--- src/design/mgso_pkg.sv ---
// ---------------------------------------------------------------------------
// mgso_pkg: shared types and constants of the gated sine oscillator
// Note frequency table, sine series coefficients, message codes and the
// pipeline control bundle.
// ---------------------------------------------------------------------------
package mgso_pkg;

	// pipeline depth: stage 1 note/gate, 2 phase, 3 fold and square,
	// 4..9 series steps, 10 final multiply, 11 output register
	localparam int PIPE_DEPTH = 11;

	// high nibble of the status byte
	localparam logic [3:0] MSG_NOTE_ON  = 4'h9;
	localparam logic [3:0] MSG_NOTE_OFF = 4'h8;

	localparam int NOTES_PER_OCTAVE = 12;
	localparam int NOTE_COUNT       = 128;

	// a440 equal temperament frequencies of notes 0..11 in Hz, Q32
	localparam logic [63:0] OCT0_FREQ_Q32 [NOTES_PER_OCTAVE] = '{
		64'd35114788961, 64'd37202822971, 64'd39415017943, 64'd41758756875,
		64'd44241861775, 64'd46872619776, 64'd49659810789, 64'd52612736804,
		64'd55741252937, 64'd59055800320, 64'd62567440947, 64'd66287894592
	};

	// fixed point of the sine evaluation
	localparam int Q_FRAC       = 30;
	localparam int X_W          = 31;
	localparam int ACC_W        = 32;
	localparam int HORNER_STEPS = 6;

	// taylor coefficients of sin(pi/2 x) in Q30: x, x^3, ..., x^13
	localparam logic [X_W-1:0] SINE_COEF [HORNER_STEPS+1] = '{
		31'd1686629713, 31'd693598668, 31'd85569306, 31'd5026995,
		31'd172272, 31'd3864, 31'd61
	};

	typedef logic [X_W-1:0]   q30_t;
	typedef logic [ACC_W-1:0] acc_t;

	// per stage load enables and valid flags
	typedef struct packed {
		logic [PIPE_DEPTH:1] load;
		logic [PIPE_DEPTH:1] valid;
	} pipe_ctrl_t;

endpackage

--- src/design/mgso_flow.sv ---
// ---------------------------------------------------------------------------
// mgso_flow: pipeline flow control
// Valid flags per stage and a ready chain that lets bubbles close up while
// the output register waits.
// ---------------------------------------------------------------------------
module mgso_flow import mgso_pkg::*; (
	input  logic       clk,
	input  logic       arst_n,
	input  logic       in_valid,
	output logic       in_ready,
	output logic       out_valid,
	input  logic       out_ready,
	output pipe_ctrl_t ctrl
);

	logic [PIPE_DEPTH:1]   valid_q;
	logic [PIPE_DEPTH+1:1] free;
	logic [PIPE_DEPTH:1]   prev_valid;

	// a stage may load when it is empty or its content moves on
	assign free[PIPE_DEPTH+1] = out_ready;
	for (genvar k = 1; k <= PIPE_DEPTH; k++) begin : g_free
		assign free[k] = !valid_q[k] || free[k+1];
	end

	assign prev_valid = {valid_q[PIPE_DEPTH-1:1], in_valid};

	// valid flags
	always_ff @(posedge clk or negedge arst_n) begin
		if (!arst_n) begin
			valid_q <= '0;
		end else begin
			valid_q <= (free[PIPE_DEPTH:1] & prev_valid) | (~free[PIPE_DEPTH:1] & valid_q);
		end
	end

	assign ctrl.load  = free[PIPE_DEPTH:1];
	assign ctrl.valid = valid_q;
	assign in_ready   = free[1];
	assign out_valid  = valid_q[PIPE_DEPTH];

	// input stalls only when every stage holds a transaction
	a_stall_full: assert property (@(posedge clk) disable iff (!arst_n)
		!in_ready |-> (&valid_q))
		else $error("input stalled with a bubble in the pipeline");

endmodule

--- config.mk ---
export PLATFORM = sky130hd
export DESIGN_NAME = mgso_flow
export DESIGN_NICKNAME = d
export VERILOG_FILES = /design/src/design/mgso_pkg.sv /design/src/design/mgso_flow.sv
export SDC_FILE = /design/constraint.sdc
export NUM_CORES = 1
export LEC_CHECK = 0
export BUFFER_PORTS_ARGS = -buffer_cell sky130_fd_sc_hd__buf_2
export CAP_MARGIN = 20
export CORE_MARGIN = 3
export CORE_UTILIZATION = 35
export CTS_CLUSTER_SIZE = 10
export DETAILED_ROUTE_END_ITERATION = 8
export PLACE_DENSITY = 0.71
export SYNTH_ARGS = -nofsm -noshare
export SYNTH_HDL_FRONTEND = slang
export SYNTH_SLANG_ARGS = --single-unit
--- constraint.sdc ---
create_clock -name clk -period 3.1 [get_ports clk]
set_clock_uncertainty 0.15 [all_clocks]
set_input_delay 0.155 -clock clk [delete_from_list [all_inputs] [get_ports clk]]
set_output_delay 0.155 -clock clk [all_outputs]
set_load 0.005 [all_outputs]
==> flow_metrics.py <==
metrics = {
    "sta": {
        "setup_viol": 0,
        "slew_viol_final": 0,
        "slew_headroom": 0.6428,
        "hold_violations": 0,
        "max_freq_ghz": 0.5414,
        "worst_pin_slew_ps": 535.4,
        "rsz0062_at_grt": "no",
        "setup_tns_ps": 0,
        "fin_crit_ps": 1847,
        "worst_slack_ps": 1253,
        "min_period_over_period": 0.5958,
    },
    "global_route": {
        "grt_pass1_wl_um": 1683,
        "antenna_found_initial": 0,
        "grt_overflow_total": 0,
        "track_usage": 0.1199,
        "grt_pass1_vias": 377,
        "grt_max_degree": 19,
    },
    "worst_setup_path": {
        "ff2ff_setup_slack_ps": 1700,
        "worst_path_largest_cell_delay_ps": 560,
        "cp_slowest_cell": "and4b_1",
        "crit_chain": "and4b_1, nand3_1, buf_2",
        "startpoint_type": "flip-flop",
        "crit_fanout": 18,
        "worstRegToRegCells": 2,
        "end_kind": "primary output",
        "crit_required_ps": 2790,
        "crit_arrival_ps": 1540,
        "crit_type": "flip-flop to primary output",
    },
    "synthesis": {
        "netlist_area_um2": 506.7,
        "yosys_register_bits": 11,
        "yosysUniqueCellTypes": 19,
        "seq_area_frac_synth": 0.5432,
        "yosys_warnings": 0,
        "postSynthCellCount": 42,
        "synth.avg_cell_area_um2": 12.07,
        "syn_nets": 46,
    },
    "place": {
        "pre_cts_ws_ps": 1544,
        "port_buffers": 27,
        "dpl_cell_area_um2": 611.8,
        "dp_hpwl_um": 765.9,
        "place_congestion": 0.6432,
    },
    "pwr": {
        "switching_share": 0.3162,
        "p_seq_frac": 0.486,
        "p_leak_nw": 0.2947,
        "clkPwrFrac": 0.237,
        "power_switching_uw": 124.5,
        "total_power_uw": 393.9,
        "pwr-share-comb": 0.277,
        "internal-power_uw": 269.3,
        "power_density_nw_per_um2": 598.5,
        "peakVddDrop_uv": 307.7,
    },
    "cells_and_area": {
        "fin_nets": 75,
        "final_cell_mix": "27 x buf_2, 11 x dfrtp_1, 4 x nand3_1",
        "areaGrowthSynthToFinish_pct": 29.88,
        "drive_above_1_share": 0.4714,
        "final_area_um2": 658.1,
        "layout.cells.most_common": "buf_2",
        "num_antenna_cells": 0,
    },
    "clock_tree": {
        "tritoncts": "built",
        "clk_pin_slew_worst_paths_ps": 70,
        "numCtsBuffers": 3,
        "clock_sinks": 11,
        "htreeDepth": 1,
        "cts_buffer_depth": 2,
        "clk_latency_ps": 260,
        "root_buffer": "clkbuf_4",
        "postCtsResizedCells": 0,
    },
    "route": {
        "viasPerCell": 4.965,
        "drt_first_pass_iters": 3,
        "routed_wirelength_um": 1018,
        "drt-initial-drc-count": 10,
        "drc": 0,
        "routedWlPerCell_um": 11.98,
        "ant_nets": 0,
        "vias": 422,
    },
    "floorplan": {
        "initial_core_util": 0.3799,
        "fp.dieH_um": 44.05,
        "chipWidth_um": 44.05,
        "die_area_um2": 1940,
        "coreArea_um2": 1334,
        "ioPinCount": 28,
        "rows": 13,
    },
    "run": {
        "cap_violations": 0,
    },
    "min_path": {
        "min_from": "out_ready",
        "hold_depth": 3,
        "min_path_type": "input port to flip-flop",
    },
    "outcome": {
        "outcome": "complete, no violations",
    },
}
==> kinds of logic after synthesis <==
family / count (synthesis) / synth area share
buffers and inverters: 6 / 0.1037
and+or+nand+nor: 17 / 0.2099
DFF: 11 / 0.5432
AOI/OAI and AO/OA: 8 / 0.1432
==> synth_stat cells (all sizes together) <==
master / n / area, µm²
a21o: 2 / 16.27
a31o: 4 / 35.04
a41o: 2 / 21.27
and2: 1 / 6.260
and4: 2 / 17.52
and4b: 1 / 10.01
buf: 5 / 48.79
dfrtp: 11 / 275.3
inv: 1 / 3.750
nand2: 2 / 7.510
nand2b: 3 / 18.77
nand3: 4 / 20.02
nand3b: 1 / 7.510
nand4: 2 / 12.51
or2: 1 / 6.260
==> worst max-delay path: cells and delay by family (launching register included) <==
| family | cells | cell delay [ps] |
|---|---|---|
| buffers and inverters | 1 | 170 |
| DFF | 1 | 390 |
| and+or+nand+nor | 2 | 730 |
==> per-stage QoR <==
stage	cells	utilization	hold WS [ps]
after floorplan	42	-	-290.6
after global routing	85	0.4934	73.86
after detailed placement	79	0.4587	-115.8
after CTS	85	0.4934	56.78
final	85	0.4934	52.61
after global placement	79	0.4587	-115.9
==> layer usage <==
layer	share of wire	track usage	wire length, µm	up-vias
li1	-	-	-	209
met1	0.44	0.1532	451	201
met2	0.50	0.1773	512	12
met3	0.053	0.03659	54	0
met4	0	0.07229	0	0
met5	0	0	0	-
==> worst max-delay path by stage <==
stage / start / endpoint / slack, ps / cells after the start
floorplan: flip-flop / ctrl[11] / 1720 / 5
global placement: flip-flop / in_ready / 1580 / 3
detailed placement: flip-flop / in_ready / 1540 / 3
CTS: flip-flop / in_ready / 1260 / 3
global route: flip-flop / ctrl[11] / 1130 / 3
finish: flip-flop / ctrl[11] / 1250 / 3
==> repair_timing <==
item                                   in CTS  in global routing
endpoints found under the hold margin      12                  0
setup endpoints to repair                   0                  0
buffers inserted                            0                  0
hold buffers                                2                  0
==> cell type report <==
type / instances / area (µm²)
Clock buffer: 4 / 26.28
Fill cell: 129 / 675.6
Inverter: 1 / 3.754
Multi-Input combinational cell: 25 / 178.9
Sequential cell: 11 / 275.3
Tap cell: 15 / 18.77
Timing Repair Buffer: 29 / 155.1
==> power groups by stage <==
stage	combinational [mW]	clock, mW	sequential [mW]
after floorplan	0.0751	0	0.193
after global placement	0.107	0	0.193
after detailed placement	0.109	0	0.194
after CTS	0.111	0.0967	0.191
after global routing	0.123	0.107	0.197
final	0.109	0.0934	0.191
Note: power is estimated with default switching activity, not from simulation.
