[config.mk]
export PLATFORM = sky130hd
export DESIGN_NAME = mgso_phase
export DESIGN_NICKNAME = d
export VERILOG_FILES = /design/src/design/mgso_pkg.sv /design/src/design/mgso_phase.sv
export SDC_FILE = /design/constraint.sdc
export NUM_CORES = 1
export LEC_CHECK = 0
export BUFFER_PORTS_ARGS = -buffer_cell sky130_fd_sc_hd__clkbuf_2
export CAP_MARGIN = 0
export CELL_PAD_IN_SITES_DETAIL_PLACEMENT = 0
export CELL_PAD_IN_SITES_GLOBAL_PLACEMENT = 1
export CORE_MARGIN = 2
export CORE_UTILIZATION = 40
export CTS_CLUSTER_SIZE = 16
export DETAILED_ROUTE_END_ITERATION = 7
export HOLD_SLACK_MARGIN = 0.05
export PLACE_DENSITY = 0.77
export SLEW_MARGIN = 20
export SYNTH_ARGS = -nofsm -noshare
export SYNTH_HDL_FRONTEND = slang
export SYNTH_SLANG_ARGS = --single-unit
export TNS_END_PERCENT = 10
[constraint.sdc]
create_clock -name clk -period 4 [get_ports clk]
set_input_delay 0.4 -clock clk [delete_from_list [all_inputs] [get_ports clk]]
set_output_delay 0.4 -clock clk [all_outputs]
set_load 0.005 [all_outputs]
[src/design/mgso_pkg.sv]
// ---------------------------------------------------------------------------
// mgso_pkg: shared types and constants of the gated sine oscillator
// Note frequency table, sine series coefficients, message codes and the
// pipeline control bundle.
// ---------------------------------------------------------------------------
package mgso_pkg;

	// pipeline depth: stage 1 note/gate, 2 phase, 3 fold and square,
	// 4..9 series steps, 10 final multiply, 11 output register
	localparam int PIPE_DEPTH = 11;

	// high nibble of the status byte
	localparam logic [3:0] MSG_NOTE_ON  = 4'h9;
	localparam logic [3:0] MSG_NOTE_OFF = 4'h8;

	localparam int NOTES_PER_OCTAVE = 12;
	localparam int NOTE_COUNT       = 128;

	// a440 equal temperament frequencies of notes 0..11 in Hz, Q32
	localparam logic [63:0] OCT0_FREQ_Q32 [NOTES_PER_OCTAVE] = '{
		64'd35114788961, 64'd37202822971, 64'd39415017943, 64'd41758756875,
		64'd44241861775, 64'd46872619776, 64'd49659810789, 64'd52612736804,
		64'd55741252937, 64'd59055800320, 64'd62567440947, 64'd66287894592
	};

	// fixed point of the sine evaluation
	localparam int Q_FRAC       = 30;
	localparam int X_W          = 31;
	localparam int ACC_W        = 32;
	localparam int HORNER_STEPS = 6;

	// taylor coefficients of sin(pi/2 x) in Q30: x, x^3, ..., x^13
	localparam logic [X_W-1:0] SINE_COEF [HORNER_STEPS+1] = '{
		31'd1686629713, 31'd693598668, 31'd85569306, 31'd5026995,
		31'd172272, 31'd3864, 31'd61
	};

	typedef logic [X_W-1:0]   q30_t;
	typedef logic [ACC_W-1:0] acc_t;

	// per stage load enables and valid flags
	typedef struct packed {
		logic [PIPE_DEPTH:1] load;
		logic [PIPE_DEPTH:1] valid;
	} pipe_ctrl_t;

endpackage

[src/design/mgso_phase.sv]
// ---------------------------------------------------------------------------
// mgso_phase: note event decode and phase accumulator
// Holds note and gate, looks up the phase increment of the note and
// advances the phase once per transaction.
// ---------------------------------------------------------------------------
module mgso_phase import mgso_pkg::*; #(
	parameter int SAMPLE_RATE = 48000,
	parameter int PHASE_BITS  = 24
) (
	input  logic                  clk,
	input  logic                  arst_n,
	input  logic                  accept,
	input  logic                  has_event,
	input  logic [7:0]            status_byte,
	input  logic [6:0]            note_number,
	input  pipe_ctrl_t            ctrl,
	output logic [PHASE_BITS-1:0] phase,
	output logic                  gate
);

	localparam logic [63:0] DEN = 64'(SAMPLE_RATE) << (32 - PHASE_BITS);

	logic [6:0]            note_q;
	logic                  gate_q;
	logic [6:0]            note_d;
	logic                  gate_d;
	logic [PHASE_BITS-1:0] phase_q;
	logic                  gate_s2;
	logic [PHASE_BITS-1:0] inc_tab [NOTE_COUNT];

	// increment per note, rounded half up, worked out at elaboration
	for (genvar n = 0; n < NOTE_COUNT; n++) begin : g_inc
		localparam logic [63:0] NUM =
			OCT0_FREQ_Q32[n % NOTES_PER_OCTAVE] << (n / NOTES_PER_OCTAVE);
		localparam logic [63:0] INC = (NUM + DEN / 2) / DEN;
		assign inc_tab[n] = INC[PHASE_BITS-1:0];
	end

	// note on / note off decode, other messages leave the state alone
	always_comb begin
		note_d = note_q;
		gate_d = gate_q;
		if (has_event) begin
			unique case (status_byte[7:4])
				MSG_NOTE_ON: begin
					note_d = note_number;
					gate_d = 1'b1;
				end
				MSG_NOTE_OFF: begin
					note_d = note_number;
					gate_d = 1'b0;
				end
				default: begin
				end
			endcase
		end
	end

	// note, gate and phase state
	always_ff @(posedge clk or negedge arst_n) begin
		if (!arst_n) begin
			note_q  <= '0;
			gate_q  <= 1'b0;
			phase_q <= '0;
		end else begin
			if (accept) begin
				note_q <= note_d;
				gate_q <= gate_d;
			end
			if (ctrl.load[2] && ctrl.valid[1]) begin
				phase_q <= phase_q + inc_tab[note_q];
			end
		end
	end

	// gate travels with its transaction
	always_ff @(posedge clk) begin
		if (ctrl.load[2]) begin
			gate_s2 <= gate_q;
		end
	end

	assign phase = phase_q;
	assign gate  = gate_s2;

	// phase only moves when a transaction enters stage 2
	a_phase_hold: assert property (@(posedge clk) disable iff (!arst_n)
		!(ctrl.load[2] && ctrl.valid[1]) |=> $stable(phase_q))
		else $error("phase moved without a transaction");

	// a note on event leaves the gate open
	a_note_on: assert property (@(posedge clk) disable iff (!arst_n)
		accept && has_event && (status_byte[7:4] == MSG_NOTE_ON) |=> gate_q)
		else $error("gate closed after note on");

endmodule

==> impl_results.rst, run 1 <==
.. list-table::
   :header-rows: 1

   * - Metric
     - Value
   * - Critical-path cell with the highest stage delay
     - dfrtp_4
   * - Setup repair after global routing missed its margin
     - yes
   * - Kind of cell with the highest combined delay on the critical path
     - compound AO/OA/AOI/OAI gates
   * - Least-Margin Pin Slew
     - 0.847 ns
   * - DIE AREA
     - 0.0141 mm²
   * - Number of antenna violations at the first check in global routing
     - 0
   * - Category of the worst setup path launch point
     - flip-flop
   * - Fill cell count
     - 1214
   * - Placed cell count
     - 1006
   * - Clock slew at reported path FFs
     - 0.06 ns
   * - FFs w/ async S/R, synth
     - 97.0%
   * - Setup violation total in the final timing report
     - 0
   * - Core area
     - 0.0127 mm²
   * - Post-Syn Nets
     - 802
   * - Fraction of the cycle the final worst path needs
     - 99.0%
   * - CP required
     - 4.22 ns
   * - Syn Inst Count
     - 728
   * - Number of detailed-route iterations in the first pass
     - 6
   * - Maximum clock frequency
     - 253 MHz
   * - Capturing point of the worst reg2reg path
     - phase[22]$_DFFE_PN0P_
   * - Final hold violation count
     - 0
   * - Insertion delay to the later sink of the worst-skew pair
     - 0.29 ns
   * - Type of the worst setup path
     - flip-flop to flip-flop
   * - Total Routing Usage GR
     - 27.2%
   * - Worst setup skew after layout
     - 0.00319 ns
   * - Leakage dissipation
     - 2.96 nW
   * - Input/output buffers
     - 41
   * - End of the critical path
     - phase[22]$_DFFE_PN0P_
   * - Worst-path maximum fanout
     - 17
   * - Clock buffers created by TritonCTS
     - 5
   * - First-pass GRT wire length
     - 30.8 mm
   * - Distinct cell type count of the synthesized netlist
     - 71
   * - Routed len/inst
     - 19.0 µm
   * - Number of storage elements in the synthesis netlist
     - 33
   * - Cells along the critical path
     - buf_4 > nand2b_1 > a21oi_1 > o21ai_0 > o21ai_1 > o21ai_2 > mux2_4 > fa_2 > and2b_2 > o2111ai_4 > a2111oi_4 > o31ai_2 > or4_4 > o211ai_2
   * - Total power density per cell area
     - 880 mW/mm²
   * - Number of diodes added for antenna fixing
     - 0
   * - Hold buffer count at CTS
     - 0
   * - Core Util, Final
     - 54.2%
   * - Data arrival time of the worst path
     - 4.18 ns
   * - Max capacitance violation total
     - 0
   * - Post-layout min period
     - 3.96 ns
   * - Number of design-rule violations left by the first detailed-router iteration
     - 640
   * - Htree depth
     - 2
   * - Worst reg2reg setup slack
     - 0.04 ns
   * - Worst min-delay path category
     - input port to asynchronous set/reset pin
   * - Maximum number of pins on one net before global-route repair
     - 42
   * - Top_reg_cell synth
     - dfrtp_1
   * - Worst reg2reg startpoint
     - note_q[2]$_DFFE_PN0P_
   * - R2R depth
     - 14
   * - Worst path max stage delay
     - 0.58 ns
   * - Cell Area, Placed
     - 0.00643 mm²
   * - Total length of routed wires
     - 19.4 mm
   * - Timing startpoint of the critical path
     - note_q[2]$_DFFE_PN0P_
   * - DIE HEIGHT
     - 119 µm
   * - Number of logic stages on the critical path including buffering
     - 14
   * - Share of final-layout standard cells stronger than drive strength 1
     - 31.1%
   * - Via-to-Cell Ratio
     - 6.06
   * - Minimum setup slack after placement
     - -0.0256 ns
   * - Leftover overflow at the end of global routing
     - 0
   * - Type of destination of the critical path
     - flip-flop
   * - Layout Cell Area excl Fill
     - 0.00689 mm²
   * - Post-synthesis average cell area
     - 7.22 µm²
   * - Critical path buffers and inverters
     - 1
   * - TritonCTS clock tree
     - built
   * - Maximum VDD drop
     - 333 µV
   * - Initial core utilization
     - 41.3%
   * - Post-synth EDFFs
     - 1
   * - Overall die width
     - 119 µm
   * - Synthesis Warnings
     - 0
   * - Post-route ant nets
     - 0
   * - Final std cells w/o fill
     - 1021
   * - Area growth syn-to-layout
     - 31.1%
   * - Share of the yosys chip area belonging to registers
     - 15.8%
   * - Run status
     - finished, final reports clean
   * - Final worst-path setup slack
     - 0.0413 ns
   * - Number of top-level pins
     - 66
   * - Bufs on Longest Clock Path
     - 2
   * - Clock root buffer master
     - clkbuf_16
   * - Half-perimeter wire length after detailed placement
     - 15.2 mm
   * - Final number of max-transition violations
     - 0
   * - DRC violation count after routing
     - 0
   * - Max-Slew Margin vs Limit
     - 43.5%
   * - Via count of the first global-routing pass
     - 5801
   * - Routed via count
     - 6188
   * - Final weighted congestion in routability-driven placement
     - 1.02
   * - Post-synthesis cell area
     - 0.00526 mm²
   * - Standard-cell row count
     - 41
   * - Number of nets in the final layout
     - 922
   * - Sink count of the clock tree
     - 33
## placed cells by master, fill, tap and decap left out, types with 5 or more instances in the layout
| cell | instances |
|---|---|
| nor3_1 | 18 |
| nor2_1 | 59 |
| nand2b_1 | 19 |
| a21oi_1 | 68 |
| mux2_2 | 5 |
| dfrtp_1 | 27 |
| and2_1 | 6 |
| and3_1 | 9 |
| ha_4 | 8 |
| xnor2_1 | 5 |
| o31ai_1 | 9 |
| clkbuf_16 | 5 |
| a21o_1 | 9 |
| a211oi_1 | 9 |
| nand4_1 | 5 |
| nand2_1 | 90 |
| mux2i_1 | 15 |
| buf_6 | 5 |
| xor2_1 | 7 |
| clkbuf_2 | 41 |
| a31oi_1 | 7 |
| buf_12 | 5 |
| o21ai_1 | 19 |
| ha_1 | 23 |
| a211o_1 | 6 |
| o21ai_0 | 70 |
| nand3_1 | 17 |
| mux4_2 | 18 |
| nor2b_1 | 13 |
| buf_4 | 124 |
| o21a_1 | 10 |
| o211ai_1 | 18 |
| inv_1 | 8 |
## repair_timing
| action | in CTS | in global routing |
|---|---|---|
| pin swaps | 0 | 9 |
| gates cloned | 0 | 0 |
| endpoints found under the hold margin | 0 | 0 |
| buffers inserted | 0 | 7 |
| endpoints found under the setup margin | 5 | 15 |
| resized for setup | 6 | 57 |
## per-stage QoR
step	total power, mW	TNS [ns]	hold slack (ns)
6_report	6.07	0	0.203
5_1_grt	6.56	-0.319	0.277
4_1_cts	5.74	-0.00983	0.239
3_5_place_dp	5.31	-0.0371	0.447
3_3_place_gp	5.23	-0.000851	0.430
2_1_floorplan	3.46	0	0.104
## cell usage after synthesis (all sizes together) (9+ instances only)
master / count / area (µm²)
o31ai: 10 / 80.1
nand3: 17 / 85.1
nor2: 61 / 229
mux4: 18 / 405
nand2: 92 / 345
dfrtp: 32 / 801
ha: 32 / 400
inv: 13 / 48.8
a21oi: 70 / 354
o21ai: 91 / 455
a21o: 9 / 67.6
nand2b: 21 / 131
buf: 25 / 115
clkbuf: 37 / 139
o211ai: 19 / 148
mux2i: 17 / 170
nor2b: 14 / 87.6
nor3: 19 / 95.1
o21a: 10 / 75.1
a211oi: 12 / 95.1
and3: 10 / 63.8
## layout make-up
class / count / area, µm² / area share [%]
Multi-Input combinational cell: 618 / 4340 / 63.0
Timing Repair Buffer: 175 / 1290 / 18.8
Sequential cell: 33 / 840 / 12.2
Tap cell: 172 / 215 / 3.12
Clock buffer: 5 / 125 / 1.82
Inverter: 15 / 58.8 / 0.854
Clock inverter: 3 / 17.5 / 0.254
## flip-flops by register name (all words and copies together), names as in the netlist
register	cells
gate	1
gate_q	1
note_q	7
phase	24
## where the power goes
part           leakage (nW)  internal (mW)  total, mW  switching, mW
registers             0.390          0.474      0.636          0.162
clock network        0.0696          0.228      0.386          0.158
logic                  2.50           2.36       5.04           2.68
## metal layers
metal / up-vias / wire length (µm) / track usage (%)
met4: 0 / 1030 / 14.6
met1: 2901 / 8250 / 35.9
met3: 62 / 1240 / 3.86
met5: - / 0 / 0
met2: 290 / 8870 / 42.9
li1: 2935 / - / -
## logic make-up (layout without fill, tap and decap cells)
kind of cell    count (synthesis)  after routing  share of synthesized area, %
simple gates                  263            263                          23.5
fa+ha+maj                      33             33                          8.00
mux                            42             42                          12.4
flops                          33             33                          15.8
buf+inv                        77            198                          5.90
xor+xnor                       12             12                          2.00
compound gates                268            268                          32.3
## worst min path at each step
stage / cells past startpoint / end / from
after detailed placement: 0 / gate$_DFFE_PP_ / gate_q$_DFFE_PN0P_
after CTS: 1 / phase[22]$_DFFE_PN0P_ / arst_n
after floorplan: 0 / gate_q$_DFFE_PN0P_ / arst_n
after global placement: 0 / gate$_DFFE_PP_ / gate_q$_DFFE_PN0P_
after global routing: 1 / phase[22]$_DFFE_PN0P_ / arst_n
final: 1 / phase[17]$_DFFE_PN0P_ / arst_n
## worst reg2reg max path: cells and delay by family, from the launching register on
family / cells / cell delay, ns
flip-flops: 1 / 0.58
multiplexers: 1 / 0.28
AND/OR/NAND/NOR: 3 / 1.04
adder cells (fa/ha/maj): 1 / 0.35
buffers and inverters: 1 / 0.20
AO/OA/AOI/OAI: 8 / 1.46
(Power assumes the default switching activity.)
==> run 2, diff against run 1 <==
--- a/config.mk
+++ b/config.mk
@@ -14,7 +14,7 @@
 export CTS_CLUSTER_SIZE = 16
 export DETAILED_ROUTE_END_ITERATION = 7
 export HOLD_SLACK_MARGIN = 0.05
-export PLACE_DENSITY = 0.77
+export PLACE_DENSITY = 0.8
 export SLEW_MARGIN = 20
 export SYNTH_ARGS = -nofsm -noshare
 export SYNTH_HDL_FRONTEND = slang
==> impl_results.rst, run 2 (same netlist as run 1, synthesis figures left out) <==
.. list-table::
   :header-rows: 1

   * - Metric
     - Value
   * - Worst min-delay path category
     - input port to asynchronous set/reset pin
   * - Core Util, Final
     - 55.3%
   * - Number of flip-flops in the largest register
     - 24
   * - Overall die width
     - 119 µm
   * - Via-to-Cell Ratio
     - 5.97
   * - Commonest cells after routing, fill and taps aside
     - buf_4, nand2_1, a21oi_1
   * - Post-route ant nets
     - 0
   * - Bufs on Longest Clock Path
     - 2
   * - Leftover overflow at the end of global routing
     - 0
   * - Maximum number of pins on one net before global-route repair
     - 42
   * - Type of destination of the critical path
     - flip-flop
   * - Capturing point of the worst reg2reg path
     - phase[16]$_DFFE_PN0P_
   * - Run status
     - finished, final reports clean
   * - Number of detailed-route iterations in the first pass
     - 5
   * - Number of logic stages on the critical path including buffering
     - 16
   * - Input/output buffers
     - 41
   * - DRC violation count after routing
     - 0
   * - Category of the worst setup path launch point
     - flip-flop
   * - Number of nets in the final layout
     - 946
   * - Fraction of the cycle the final worst path needs
     - 99.3%
   * - Htree depth
     - 2
   * - Max capacitance violation total
     - 0
   * - Critical-path cell with the highest stage delay
     - mux4_2
   * - TritonCTS clock tree
     - built
   * - Fin Setup TNS
     - 0 ns
   * - Total length of routed wires
     - 20.1 mm
   * - Via count of the first global-routing pass
     - 6011
   * - Least-Margin Pin Slew
     - 0.877 ns
   * - Number of diodes added for antenna fixing
     - 0
   * - Worst-path maximum fanout
     - 4
   * - Clock buffers created by TritonCTS
     - 5
   * - Number of top-level pins
     - 66
   * - Most Frequent Cell on Critical Path
     - buf_4
   * - Most common cell after layout, fill and taps aside
     - buf_4
   * - Core area
     - 0.0127 mm²
   * - Kind of cell with the highest combined delay on the critical path
     - compound AO/OA/AOI/OAI gates
   * - Standard-cell row count
     - 41
   * - Leakage dissipation
     - 3.08 nW
   * - Worst path max stage delay
     - 0.56 ns
   * - Share of final-layout standard cells stronger than drive strength 1
     - 33.3%
   * - Final hold violation count
     - 0
   * - Maximum VDD drop
     - 288 µV
   * - First-pass GRT wire length
     - 31.9 mm
   * - R2R depth
     - 16
   * - Final std cells w/o fill
     - 1045
   * - Final weighted congestion in routability-driven placement
     - 1.00
   * - Worst reg2reg startpoint
     - note_q[1]$_DFFE_PN0P_
   * - Initial core utilization
     - 41.3%
   * - Number of antenna violations at the first check in global routing
     - 0
   * - DIE HEIGHT
     - 119 µm
   * - Cells along the critical path
     - inv_4 > buf_4 > ha_2 > nand2b_4 > nand3_1 > o31ai_1 > mux4_2 > mux2_4 > fa_2 > and2b_2 > o2111ai_4 > a2111oi_4 > buf_4 > nor3_2 > or3_1 > a31oi_1
   * - Multi-input gate area
     - 0.00434 mm²
   * - Max-Slew Margin vs Limit
     - 41.5%
   * - Type of the worst setup path
     - flip-flop to flip-flop
   * - Reg area
     - 837 µm²
   * - Number of design-rule violations left by the first detailed-router iteration
     - 701
   * - Data arrival time of the worst path
     - 4.19 ns
   * - Placed cell count
     - 1022
   * - Sink count of the clock tree
     - 33
   * - Routed via count
     - 6237
   * - Timing startpoint of the critical path
     - note_q[1]$_DFFE_PN0P_
   * - Worst setup skew after layout
     - 0.0120 ns
   * - Post-layout min period
     - 3.97 ns
   * - Worst reg2reg setup slack
     - 0.03 ns
   * - Fill cell count
     - 1275
   * - Half-perimeter wire length after detailed placement
     - 15.8 mm
   * - Setup repair after global routing missed its margin
     - yes
   * - Area growth syn-to-layout
     - 33.8%
   * - Clock root buffer master
     - clkbuf_16
   * - Layout Cell Area excl Fill
     - 0.00703 mm²
   * - End of the critical path
     - phase[16]$_DFFE_PN0P_
   * - Setup violation total in the final timing report
     - 0
   * - Critical path buffers and inverters
     - 3
   * - CP required
     - 4.22 ns
   * - Insertion delay to the later sink of the worst-skew pair
     - 0.30 ns
   * - Total Routing Usage GR
     - 28.5%
   * - Routed len/inst
     - 19.3 µm
   * - Total power density per cell area
     - 882 mW/mm²
   * - DIE AREA
     - 0.0141 mm²
   * - Maximum clock frequency
     - 252 MHz
   * - Clock slew at reported path FFs
     - 0.06 ns
   * - Final number of max-transition violations
     - 0
   * - Cell Area, Placed
     - 0.00653 mm²
[run 2: per-layer routing]
layer	global-route usage, %	part of all wire, %
met2	47.4	47
met4	11.2	4.4
met5	0	0
met1	36.9	43
met3	4.25	6.0
[run 2: repair_timing]
action	CTS	global route
setup buffers	0	15
gates resized for setup	12	60
hold buffers	0	0
pin swaps	0	14
endpoints found under the setup margin	8	14
[run 2: area by class of cell]
| cell class | instances | share of cell area, % |
|---|---|---|
| Multi-Input combinational cell | 618 | 61.7 |
| Timing Repair Buffer | 199 | 20.5 |
| Sequential cell | 33 | 11.9 |
| Tap cell | 172 | 3.06 |
| Clock buffer | 6 | 1.83 |
| Inverter | 15 | 0.836 |
| Clock inverter | 2 | 0.142 |
[run 2: stage by stage]
stage	setup WS (ns)	total power [mW]	hold WS (ns)
final	0.0295	6.20	0.210
after global routing	-0.120	6.69	0.282
after floorplan	0.0500	3.46	0.104
after detailed placement	-0.167	5.39	0.433
after CTS	-0.0124	5.83	0.237
after global placement	-0.121	5.31	0.429
[run 2: report_power, final]
| group | switching [mW] | total, mW | internal (mW) |
|---|---|---|---|
| clock network | 0.156 | 0.385 | 0.229 |
| registers | 0.160 | 0.633 | 0.473 |
| logic | 2.72 | 5.18 | 2.46 |
| total | 3.04 | 6.20 | 3.16 |
[run 2: how the worst min path moves through the flow]
stage	start	endpoint	slack [ns]	depth (start not counted)
global route	arst_n	phase[23]$_DFFE_PN0P_	0.28	1
CTS	arst_n	phase[23]$_DFFE_PN0P_	0.24	1
floorplan	arst_n	gate_q$_DFFE_PN0P_	0.10	0
finish	arst_n	phase[23]$_DFFE_PN0P_	0.21	1
global placement	gate_q$_DFFE_PN0P_	gate$_DFFE_PP_	0.43	0
detailed placement	gate_q$_DFFE_PN0P_	gate$_DFFE_PP_	0.43	0
